## config.mk

```make
export PLATFORM = sky130hd
export DESIGN_NAME = gcf_pipe
export DESIGN_NICKNAME = d
export VERILOG_FILES = /design/src/hdl/gcf_pkg.sv /design/src/hdl/gcf_pipe.sv
export SDC_FILE = /design/constraint.sdc
export NUM_CORES = 1
export LEC_CHECK = 0
export CAP_MARGIN = 20
export CELL_PAD_IN_SITES_DETAIL_PLACEMENT = 0
export CELL_PAD_IN_SITES_GLOBAL_PLACEMENT = 2
export CORE_MARGIN = 2
export CORE_UTILIZATION = 42
export DETAILED_ROUTE_END_ITERATION = 8
export DONT_BUFFER_PORTS = 1
export PLACE_DENSITY_LB_ADDON = 0.3
export SLEW_MARGIN = 10
export SYNTH_ARGS = -nofsm -noshare
export SYNTH_HDL_FRONTEND = slang
export SYNTH_SLANG_ARGS = --single-unit
```

## constraint.sdc

```tcl
create_clock -name clk -period 5.51 [get_ports clk]
set_clock_uncertainty 0.1 [all_clocks]
set_input_delay 0.2755 -clock clk [delete_from_list [all_inputs] [get_ports clk]]
set_output_delay 0.2755 -clock clk [all_outputs]
set_load 0.01 [all_outputs]
```

## src/hdl/gcf_pkg.sv

```systemverilog
package gcf_pkg;

  localparam int DEF_QUEUE_DEPTH = 256;
  localparam int PIPE_DEPTH      = 4;
  localparam int PIPE_AW         = $clog2(PIPE_DEPTH);
  localparam int PIPE_CW         = $clog2(PIPE_DEPTH + 1);

  localparam logic [1:0] KIND_PACKED = 2'd0;
  localparam logic [1:0] KIND_DIRECT = 2'd1;
  localparam logic [1:0] KIND_POP    = 2'd2;

  localparam logic [1:0] IRQ_BELOW_HALF = 2'd1;
  localparam logic [1:0] IRQ_EMPTY      = 2'd2;

  typedef struct packed {
    logic [7:0]  cmd;
    logic [31:0] arg;
  } entry_t;

  typedef struct packed {
    logic               push_en;
    logic [PIPE_AW-1:0] push_slot;
    logic               mv0_en;
    logic [PIPE_AW-1:0] mv0_slot;
    logic               mv1_en;
    logic [PIPE_AW-1:0] mv1_slot;
    logic [PIPE_AW-1:0] rd_slot;
  } pipe_ctl_t;

  typedef struct packed {
    logic               entry_valid;
    logic [7:0]         entry_command;
    logic [31:0]        entry_param;
    logic [PIPE_CW-1:0] pipe_level;
    logic               queue_full;
    logic               queue_below_half;
    logic               queue_empty;
    logic               irq_request;
    logic               overflow;
    logic               underflow;
  } result_t;

  // parameter words each command takes
  function automatic logic [5:0] arg_count(input logic [7:0] cmd);
    logic [5:0] n;
    case (cmd)
      8'h10, 8'h12, 8'h13, 8'h14: n = 6'd1;
      8'h16, 8'h18:               n = 6'd16;
      8'h17, 8'h19:               n = 6'd12;
      8'h1A:                      n = 6'd9;
      8'h1B, 8'h1C:               n = 6'd3;
      8'h20, 8'h21, 8'h22, 8'h24,
      8'h25, 8'h26, 8'h27, 8'h28,
      8'h29, 8'h2A, 8'h2B:        n = 6'd1;
      8'h23:                      n = 6'd2;
      8'h30, 8'h31, 8'h32, 8'h33: n = 6'd1;
      8'h34:                      n = 6'd32;
      8'h40, 8'h50, 8'h60:        n = 6'd1;
      8'h70:                      n = 6'd3;
      8'h71:                      n = 6'd2;
      8'h72:                      n = 6'd1;
      default:                    n = 6'd0;
    endcase
    return n;
  endfunction

endpackage

```

## src/hdl/gcf_pipe.sv

```systemverilog
module gcf_pipe import gcf_pkg::*; (
  input  logic      clk,
  input  logic      rst_n,
  input  pipe_ctl_t ctl,
  input  entry_t    push_data,
  input  entry_t    mv0_data,
  input  entry_t    mv1_data,
  output entry_t    head_data
);

  entry_t             store_r [PIPE_DEPTH];
  logic               pend0_r;
  logic               pend1_r;
  logic [PIPE_AW-1:0] pend0_slot_r;
  logic [PIPE_AW-1:0] pend1_slot_r;

  // refill data lands in the cycle after the queue read
  always_ff @(posedge clk) begin
    if (!rst_n) begin
      pend0_r <= 1'b0;
      pend1_r <= 1'b0;
    end else begin
      pend0_r <= ctl.mv0_en;
      pend1_r <= ctl.mv1_en;
    end
    pend0_slot_r <= ctl.mv0_slot;
    pend1_slot_r <= ctl.mv1_slot;
    if (pend0_r) begin
      store_r[pend0_slot_r] <= mv0_data;
    end
    if (pend1_r) begin
      store_r[pend1_slot_r] <= mv1_data;
    end
    if (ctl.push_en) begin
      store_r[ctl.push_slot] <= push_data;
    end
  end

  always_comb begin
    if (pend0_r && pend0_slot_r == ctl.rd_slot) begin
      head_data = mv0_data;
    end else if (pend1_r && pend1_slot_r == ctl.rd_slot) begin
      head_data = mv1_data;
    end else begin
      head_data = store_r[ctl.rd_slot];
    end
  end

endmodule
```

==> results.ini, run 1 <==
[routing]
routed-via-count = 8359
drt_iter0_drc = 764
avgRoutedWirePerCell_um = 26.6
drt_pass1_iterations = 5
drc_errors = 0
drt-total-wl_um = 35300
vias_per_cell = 6.31
ant_nets = 0

[cts]
root_buffer = clkbuf_16
numCtsBuffers = 17
clk_pin_slew_ns = 0.07
hold_buffers = 66
postCtsSetupRepairBufs = 0
clock-sinks = 166
cts_htree_levels = 4
cts_tree = built
ctsResizeCount = 0
clock_path_buffers = 2
clock_latency_ns = 0.43

[critical_path]
r2r_start = pend0_r$_SDFF_PN0_
worstPathRequired_ns = 5.13
cp-end-kind = primary output
cp_max_fo = 40
crit_buf_inv = 2
r2r_end = store_r[0][12]$_DFFE_PP_
cp-start-kind = register
cp_slowest_stage_delay_ns = 0.98
path_cells = clkinv_1 -> buf_4 -> or3_2 -> a31oi_1
ff2ff_setup_slack_ns = 2.22
path_depth = 4
critPathArrivalTime_ns = 3.52
critPathSlowestCell = or3_2
crit_family = buffers and inverters
reg2regPathDepth = 3
crit_type = register to primary output

[placement]
hpwlAfterDp_um = 20000
place_ws_ns = 2.14
port_buffers = 0
place_congestion = 0.765
postPlaceCellArea_um2 = 10800

[synth]
avgSynthCellArea_um2 = 10.8
synth_area_leaders = edfxtp_1, mux2i_1, mux4_2, a21oi_1, nor2_1
synthTopCellsByCount = edfxtp_1, mux2i_1, a21oi_1, nor2_1, clkbuf_1
synth-main-ff-cell = edfxtp_1
synth-edff-count = 160
yosysSeqAreaShare_pct = 46.6
yosys.area.top_type = edfxtp_1
synth_warnings = 0
syn-num-nets = 1114
ys_types = 31
synthCells = 981
ys_seq_elements = 166
synth_area_um2 = 10600
yosysTopAreaCellShare_pct = 45.5
synthArstFlopShare_pct = 0

[finish]
nNetsFinal = 1114
final_area_um2 = 12000
antenna_cells_inserted = 0
drive_gt1_share_pct = 11.1
fin_util_pct = 48.1
syn_to_final_growth_pct = 13.7

[timing]
slew-limit-headroom_pct = 27.2
slew_violations = 0
fmax_ghz = 0.257
hold_viol = 0
period_needed_ns = 3.90
tightestPinTransition_ns = 1.09
rsz0062_at_grt = false
finalSetupViolCount = 0
setup-tns-final_ns = 0
setup_ws_ns = 1.61
finalCritPeriodShare_pct = 70.7

[grt]
grtUsageTotal_pct = 26.6
grtUsageMet3_pct = 4.25
top_usage_layer = met2
gr-usage-met2_pct = 43.2
grt_pass1_vias = 8040
grt_max_degree = 82
overflow = 0
antenna_found_initial = 0
grt_pass1_wl_um = 51500
use_met1_pct = 37.5

[pwr]
leakage_nw = 4.79
vdd_ir_drop_max_mv = 0.199
powerDensity_nw_per_um2 = 269

[floorplan]
start_util_pct = 42.3
num_io_pins = 173
rows = 58
dieArea_um2 = 26400
core_um2 = 25000
die_w_um = 163
die_y_um = 163

[run_status]
status = finished clean

[hold_path]
hp-class = input pin to register
min_to = store_r[2][9]$_DFFE_PP_
holdPathStages = 2
hold_start = push_data[9]

[flow_run]
maxCapViolCount = 0

==> kinds of logic (layout without fill, tap and decap cells) <==
logic type / after synthesis / after routing / share of synthesized area, %
buffers and inverters: 111 / 124 / 4.75
and+or+nand+nor: 255 / 255 / 11.4
xor gates and xnor gates: 6 / 6 / 0.498
DFF: 166 / 166 / 46.6
muxes: 200 / 200 / 23.7
AOI/OAI and AO/OA: 243 / 243 / 13.1
==> state kept, by name, summed over array words and instances, names as in the netlist <==
name and count:
pend1_r 1, pend0_r 1, store_r 160, pend0_slot_r 2, pend1_slot_r 2
==> cells in the final DEF, fill, tap and decap left out <==
master	instances
clkbuf_16	17
o211ai_1	1
mux2i_1	160
edfxtp_1	160
buf_4	24
o21ai_0	1
a31oi_1	40
a21oi_1	120
clkinvlp_4	4
dlygate4sd3_1	66
o311ai_4	1
nand4_1	40
clkinv_4	3
o21ai_1	39
o31ai_1	40
nand2_2	1
a31oi_2	1
clkinv_2	2
or3_2	1
nand3_4	1
nor2_1	120
mux4_2	40
clkinv_1	3
and3_2	1
nand2_1	41
dfxtp_2	1
nand3b_1	5
inv_1	1
bufinv_16	1
and2_1	2
xor2_4	4
dfxtp_1	5
xnor2_2	2
or3b_4	2
nand3_2	1
inv_6	3
nor4_1	40
==> through the flow <==
stage | power, W | hold WS, ns | cells
after global placement | 0.00204 | 0.204 | 1226
after floorplan | 0.00192 | 0.203 | 981
after detailed placement | 0.00205 | 0.204 | 1226
after global routing | 0.00334 | 0.00710 | 1324
final | 0.00323 | 0.00554 | 1324
after CTS | 0.00324 | 0.000304 | 1324
==> layer usage <==
metal  vias to the layer above  part of all wire (%)
met5                         -                     0
met1                      4118                    43
li1                       3825                     -
met3                        42                   7.1
met2                       374                    48
met4                         0                   1.5
==> worst max path at each step <==
| stage | startpoint | end | slack [ns] |
|---|---|---|---|
| 5_1_grt | pend0_r$_SDFF_PN0_ | head_data[2] | 1.48 |
| 6_report | pend0_r$_SDFF_PN0_ | head_data[21] | 1.61 |
| 4_1_cts | pend0_r$_SDFF_PN0_ | head_data[21] | 1.65 |
| 3_5_place_dp | pend0_r$_SDFF_PN0_ | head_data[21] | 2.14 |
| 3_3_place_gp | pend0_r$_SDFF_PN0_ | head_data[21] | 2.23 |
| 2_1_floorplan | pend0_r$_SDFF_PN0_ | store_r[0][0]$_DFFE_PP_ | 1.14 |
==> final cells by class <==
type                            instances  area [um2]
Inverter                                2        7.51
Tap cell                              330         413
Sequential cell                       166        4930
Clock inverter                         15         130
Fill cell                            2327       13000
Multi-Input combinational cell        704        5270
Timing Repair Buffer                   90         841
Clock buffer                           17         425
==> where the power goes <==
group	total, W	internal, W	switching (W)
clock network	0.00115	0.000623	0.000525
logic	0.000570	0.000224	0.000346
registers	0.00151	0.00149	0.0000250
total	0.00323	0.00233	0.000896
(Power assumes the default switching activity.)
==> run 2: changes to the inputs <==
--- a/config.mk
+++ b/config.mk
@@ -5,11 +5,12 @@
 export SDC_FILE = /design/constraint.sdc
 export NUM_CORES = 1
 export LEC_CHECK = 0
+export ABC_AREA = 1
 export CAP_MARGIN = 20
 export CELL_PAD_IN_SITES_DETAIL_PLACEMENT = 0
 export CELL_PAD_IN_SITES_GLOBAL_PLACEMENT = 2
 export CORE_MARGIN = 2
-export CORE_UTILIZATION = 42
+export CORE_UTILIZATION = 37
 export DETAILED_ROUTE_END_ITERATION = 8
 export DONT_BUFFER_PORTS = 1
 export PLACE_DENSITY_LB_ADDON = 0.3
==> constraint.sdc (replaced) <==
create_clock -name clk -period 3.9 [get_ports clk]
set_clock_uncertainty 0.1 [all_clocks]
set_input_delay 0.195 -clock clk [delete_from_list [all_inputs] [get_ports clk]]
set_output_delay 0.195 -clock clk [all_outputs]
set_load 0.01 [all_outputs]
==> run 2 against run 1 <==
  * Clock power up 50%
  * Die area up 17%
  * Largest power group unchanged
  * Count of clock-buffer cells in the layout unchanged
  * First-iteration DRC count up 32%
  * Cell count up 54%
==> results.ini, run 2 <==
[run_status]
status = finished clean

[cts]
numCtsBuffers = 17  ; unchanged
cts_htree_levels = 4  ; unchanged
root_buffer = clkbuf_16
clk_pin_slew_ns = 0.07  ; about the same
clock_latency_ns = 0.43  ; about the same
hold_buffers = 227  ; +240%
clock-sinks = 166  ; unchanged
postCtsSetupRepairBufs = 0  ; unchanged
clock_path_buffers = 2  ; unchanged
cts_tree = built
ctsResizeCount = 0  ; unchanged

[finish]
final_common_cell = nand2_1
largest_reg_flops = 160  ; unchanged
drive_gt1_share_pct = 4.67  ; -6.4 points
layout.area.seq_um2 = 4920  ; about the same
fill_cells = 2898  ; +25%
multiInputGateArea_um2 = 5120  ; -2.8%
syn_to_final_growth_pct = 29.2
reg_top3 = store_r: 160 flops, pend0_slot_r: 2 flops, pend1_slot_r: 2 flops
mostFrequentLayoutCells = nand2_1, dlygate4sd3_1, nand3_1
largest_register = store_r
nNetsFinal = 1770  ; +59%

[synth]
synth_warnings = 0  ; unchanged
yosys.area.top_type = edfxtp_1
avgSynthCellArea_um2 = 7.32  ; -32%
yosysTopAreaCellShare_pct = 44.1  ; -1.4 points
ys_seq_elements = 166  ; unchanged
synth_area_leaders = edfxtp_1, nand2_1, nand3_1, o211ai_1, a31oi_1
ys_types = 18  ; -42%
synth-edff-count = 160  ; unchanged
synthCells = 1488  ; +52%
synthTopCellsByCount = nand2_1, nand3_1, edfxtp_1, inv_1, nor2_1
synth-main-ff-cell = edfxtp_1
yosysSeqAreaShare_pct = 45.2  ; -1.4 points
syn-num-nets = 1621  ; +46%
synth.most_common_cell = nand2_1
synth_area_um2 = 10900  ; +3.1%
synthArstFlopShare_pct = 0  ; unchanged

[floorplan]
core_um2 = 28900  ; +16%
dieArea_um2 = 30800  ; +17%
start_util_pct = 37.7  ; -4.6 points
die_y_um = 176  ; +8.0%
num_io_pins = 173  ; unchanged
rows = 62  ; +6.9%
die_w_um = 176  ; +8.0%

[critical_path]
r2r_end = store_r[3][29]$_DFFE_PP_
crit_end = store_r[3][29]$_DFFE_PP_
critPathSlowestCell = nand3_4
r2r_start = pend1_r$_SDFF_PN0_
cp_slowest_stage_delay_ns = 0.60  ; -0.38 ns
crit_type = register to register
cp-start-kind = register
critPathArrivalTime_ns = 3.49  ; -0.03 ns
cp-end-kind = register
ff2ff_setup_slack_ns = 0.49  ; -1.73 ns
reg2regPathDepth = 6  ; +3
cp_max_fo = 49  ; +23%
path_cells = nand3_4 -> buf_4 -> o211ai_1 -> dlygate4sd3_1 -> o21ai_0 -> dlygate4sd3_1
cpMostUsedCell = dlygate4sd3_1
crit_start = pend1_r$_SDFF_PN0_
crit_family = buffers and inverters
path_depth = 6  ; +2
crit_buf_inv = 3  ; +1
worstPathRequired_ns = 3.98  ; -1.15 ns

[timing]
fmax_ghz = 0.293
finalCritPeriodShare_pct = 87.5
hold_viol = 0  ; unchanged
slew-limit-headroom_pct = 30.9  ; +3.7 points
finalSetupViolCount = 0  ; unchanged
period_needed_ns = 3.41
setup_ws_ns = 0.486  ; -1.13 ns
setup-tns-final_ns = 0  ; unchanged
slew_violations = 0  ; unchanged
tightestPinTransition_ns = 1.04  ; -0.0529 ns
rsz0062_at_grt = false

[routing]
avgRoutedWirePerCell_um = 20.5  ; -23%
drc_errors = 0  ; unchanged
drt_pass1_iterations = 5  ; unchanged
ant_nets = 0  ; unchanged
vias_per_cell = 5.56  ; -12%
drt_iter0_drc = 1011  ; +32%
drt-total-wl_um = 41700  ; +18%
routed-via-count = 11326  ; +35%

[grt]
overflow = 0  ; unchanged
grt_pass1_wl_um = 63600  ; +24%
grt_pass1_vias = 10929  ; +36%
antenna_found_initial = 2  ; +2
grt_max_degree = 85  ; +3.7%
grtUsageTotal_pct = 27.0  ; +0.42 points

[placement]
place_ws_ns = 1.29  ; -0.848 ns
port_buffers = 0  ; unchanged
hpwlAfterDp_um = 22800  ; +14%
place_congestion = 0.793  ; +3.7%

[hold_path]
holdPathStages = 4  ; +2
hp-class = input pin to register

[pwr]
leakage_nw = 6.02  ; +25%
vdd_ir_drop_max_mv = 0.257  ; +29%
powerDensity_nw_per_um2 = 350  ; +30%

[flow_run]
maxCapViolCount = 0  ; unchanged

-- run 2: cell count changes after synthesis, sizes merged, moves of 10 or more --
cell    change
mux2i     -160
mux4       -40
nor4       -40
nand3     +170
nor2       -36
inv       +130
o31ai      -40
o21ai      +40
nand2     +490
buf        +10
a31oi      +39
a21oi     -120
o211ai     +79
-- run 2: through the flow --
stage          total power, W  util (%)  instances  cell area, um2  hold WS (ns)
4_1_cts               0.00493      48.7       2034           14100       0.00126
6_report              0.00493      48.7       2036           14100        0.0121
5_1_grt               0.00512      48.7       2036           14100        0.0145
3_3_place_gp          0.00295      38.8       1775           11200         0.123
3_5_place_dp          0.00296      38.8       1775           11200         0.123
2_1_floorplan         0.00276         -       1488           10900         0.123
-- run 2: logic make-up after synthesis --
family	Yosys count	share of synthesized area, %
AO/OA/AOI/OAI	242	14.0
XOR/XNOR	1	0.149
buffers and inverters	250	9.09
flip-flops	166	45.2
AND/OR/NAND/NOR	829	31.6
-- run 2: per-layer routing --
metal  vias to the layer above  GRT usage (%)  share of wire (%)
met3                        57           3.90                7.0
met2                       461           45.8                 48
met5                         -              0                  0
met1                      5441           35.5                 43
met4                         0           9.09                2.5
li1                       5367              -                  -
-- run 2: cell type report --
| type | count | share of cell area [%] |
|---|---|---|
| clock inverter | 15 | 1.18 |
| timing repair buffer | 249 | 17.4 |
| multi-input combinational | 1072 | 36.4 |
| inverter | 131 | 3.50 |
| tap | 384 | 3.42 |
| sequential | 166 | 35.0 |
| antenna | 2 | 0.0356 |
| clock buffer | 17 | 3.02 |
-- run 2: worst min path at each step --
| stage | start | to | slack [ns] |
|---|---|---|---|
| floorplan | ctl[5] | pend0_slot_r[0]$_DFF_P_ | 0.12 |
| global placement | ctl[6] | pend0_slot_r[1]$_DFF_P_ | 0.12 |
| detailed placement | ctl[6] | pend0_slot_r[1]$_DFF_P_ | 0.12 |
| CTS | mv0_data[0] | store_r[0][0]$_DFFE_PP_ | 0.001 |
| global route | mv0_data[19] | store_r[0][19]$_DFFE_PP_ | 0.01 |
| finish | mv0_data[12] | store_r[0][12]$_DFFE_PP_ | 0.01 |
-- run 2: worst register-to-register path, stage by stage, from the launching register on --
cell and delay [ns]:
dfxtp_1 0.53, nand3_4 0.60, buf_4 0.48, o211ai_1 0.20, dlygate4sd3_1 0.60, o21ai_0 0.07
dlygate4sd3_1 0.59
-- run 2: power breakdown --
part / switching (W) / total [W] / internal, W
Sequential: 0.0000398 / 0.00217 / 0.00213
Clock: 0.000775 / 0.00173 / 0.000958
Combinational: 0.000605 / 0.00102 / 0.000419
==> run 3: changes to the inputs <==
--- a/config.mk
+++ b/config.mk
@@ -13,7 +13,7 @@
 export CORE_UTILIZATION = 37
 export DETAILED_ROUTE_END_ITERATION = 8
 export DONT_BUFFER_PORTS = 1
-export PLACE_DENSITY_LB_ADDON = 0.3
+export PLACE_DENSITY_LB_ADDON = 0.15
 export SLEW_MARGIN = 10
 export SYNTH_ARGS = -nofsm -noshare
 export SYNTH_HDL_FRONTEND = slang
==> run 3 against run 2 <==
  * Non-clock buffer count grew 8
  * Worst setup slack got worse by 0.083 ns
  * Wire length is 4.9% higher
  * Register-to-register slack worse by 0.08 ns
  * Core utilization rose by 0.26 points
  * Sequential share of layout area is 0.19 points lower
  * Power shrank 0.74%
  * Sequential power is essentially flat
  * Critical path type unchanged
  * Highest routed layer unchanged
==> results.ini, run 3 (same netlist as run 2, synthesis figures left out) <==
[run_status]
status = finished clean

[finish]
largest_reg_flops = 160  ; unchanged
largest_register = store_r
fin_util_pct = 49.0  ; +0.26 points
reg_top3 = store_r: 160 flops, pend0_slot_r: 2 flops, pend1_slot_r: 2 flops
final_common_cell = nand2_1
drive_gt1_share_pct = 4.95  ; +0.28 points
nNetsFinal = 1778  ; +0.45%
mostFrequentLayoutCells = nand2_1, dlygate4sd3_1, nand3_1
syn_to_final_growth_pct = 29.9

[routing]
drt-total-wl_um = 43700  ; +4.9%
drt_iter0_drc = 1164  ; +15%
vias_per_cell = 5.59  ; +0.57%
wl_met3_um = 3490  ; +20%
top_signal_layer_used = met4
routed-via-count = 11430  ; +0.92%
drc_errors = 0  ; unchanged
m1WireLength_um = 18500  ; +4.7%
ant_nets = 0  ; unchanged
avgRoutedWirePerCell_um = 21.4  ; +4.5%
drt_pass1_iterations = 6  ; +1
wl_met2_um = 20800  ; +4.1%

[floorplan]
dieArea_um2 = 30800  ; unchanged
num_io_pins = 173  ; unchanged
start_util_pct = 37.7  ; unchanged
die_w_um = 176  ; unchanged
core_um2 = 28900  ; unchanged
rows = 62  ; unchanged
die_y_um = 176  ; unchanged

[pwr]
vdd_ir_drop_max_mv = 0.297  ; +16%
p_total_w = 0.00489  ; -0.74%
powerDensity_nw_per_um2 = 346  ; -1.3%
leakage_nw = 6.06  ; +0.68%

[timing]
slew_violations = 0  ; unchanged
rsz0062_at_grt = false
hold_viol = 0  ; unchanged
setup_ws_ns = 0.404  ; -0.0825 ns
finalCritPeriodShare_pct = 89.7  ; +2.1 points
fmax_ghz = 0.286  ; -2.4%
setup-tns-final_ns = 0  ; unchanged
finalSetupViolCount = 0  ; unchanged
tightestPinTransition_ns = 1.04  ; +0.00359 ns
slew-limit-headroom_pct = 30.5  ; -0.40 points
period_needed_ns = 3.50  ; +0.0825 ns

[critical_path]
crit_start = pend1_slot_r[1]$_DFF_P_
worstPathRequired_ns = 3.97  ; about the same
cp_max_fo = 54  ; +10%
critPathArrivalTime_ns = 3.57  ; +0.08 ns
cp-end-kind = register
reg2regPathDepth = 8  ; +2
cp-start-kind = register
r2r_start = pend1_slot_r[1]$_DFF_P_
crit_type = register to register

[cts]
clock_path_buffers = 2  ; unchanged
cts_tree = built
clock-sinks = 166  ; unchanged
clock_latency_ns = 0.42  ; about the same
clk_pin_slew_ns = 0.07  ; about the same
root_buffer = clkbuf_16
ctsResizeCount = 0  ; unchanged
cts_htree_levels = 4  ; unchanged
postCtsSetupRepairBufs = 0  ; unchanged
hold_buffers = 229  ; +0.88%
numCtsBuffers = 17  ; unchanged

[hold_path]
hp-class = input pin to register
hold_start = mv0_data[31]
holdPathStages = 4  ; unchanged

[grt]
grt_pass1_vias = 11285  ; +3.3%
grt_max_degree = 85  ; unchanged
overflow = 0  ; unchanged
antenna_found_initial = 1  ; -1
grt_pass1_wl_um = 66800  ; +5.0%
grtUsageTotal_pct = 28.7  ; +1.7 points

[placement]
place_ws_ns = 1.38  ; +0.0880 ns
place_congestion = 0.769  ; -3.1%
hpwlAfterDp_um = 23000  ; +0.80%
port_buffers = 0  ; unchanged

[flow_run]
maxCapViolCount = 0  ; unchanged

-- run 3: changes by cell type in the layout (fill, tap and decap cells not counted), sizes merged --
cell	change
buf	+6
dlygate4sd3	+2
diode	-1
bufinv	-1
clkinv	+2
clkinvlp	-1
-- run 3: final timing paths --
| kind | end | slack, ns |
|---|---|---|
| worst max register to register | store_r[0][25]$_DFFE_PP_ | 0.40 |
| worst max-delay path | store_r[0][25]$_DFFE_PP_ | 0.40 |
| worst min register to register | store_r[3][1]$_DFFE_PP_ | 0.86 |
| worst min-delay path | store_r[0][31]$_DFFE_PP_ | 0.01 |
-- run 3: area by class of cell --
cell class	instances	area [um2]
Clock inverter	15	141
Antenna cell	1	2.50
Multi-Input combinational cell	1072	5120
Timing Repair Buffer	257	2550
Tap cell	384	480
Clock buffer	17	425
Sequential cell	166	4920
Inverter	131	492
Fill cell	2883	14700
-- run 3: power by group --
group          internal [W]  total [W]  switching, W
sequential          0.00213    0.00217     0.0000377
clock              0.000893    0.00168      0.000789
combinational      0.000427    0.00104      0.000615
total               0.00345    0.00489       0.00144
-- run 3: layer usage --
metal | vias to the layer above | global-route usage (%)
met1 | 5465 | 38.5
met4 | 0 | 7.68
met3 | 66 | 3.42
li1 | 5397 | -
met5 | - | 0
met2 | 502 | 49.2
-- run 3: through the flow --
step | hold slack [ns] | area [um2] | std cells
2_1_floorplan | 0.123 | 10900 | 1488
3_3_place_gp | 0.123 | 11200 | 1779
3_5_place_dp | 0.123 | 11300 | 1780
4_1_cts | 0.000308 | 14100 | 2041
5_1_grt | 0.0148 | 14100 | 2043
6_report | 0.0107 | 14100 | 2043
-- run 3: worst max-delay path, cell delays in order, from the launching register on --
cell,delay (ns)
dfxtp_1,0.40
inv_1,0.16
nand3_4,0.35
buf_4,0.62
nand2_1,0.13
o211ai_1,0.13
dlygate4sd3_1,0.58
o21ai_0,0.07
dlygate4sd3_1,0.59
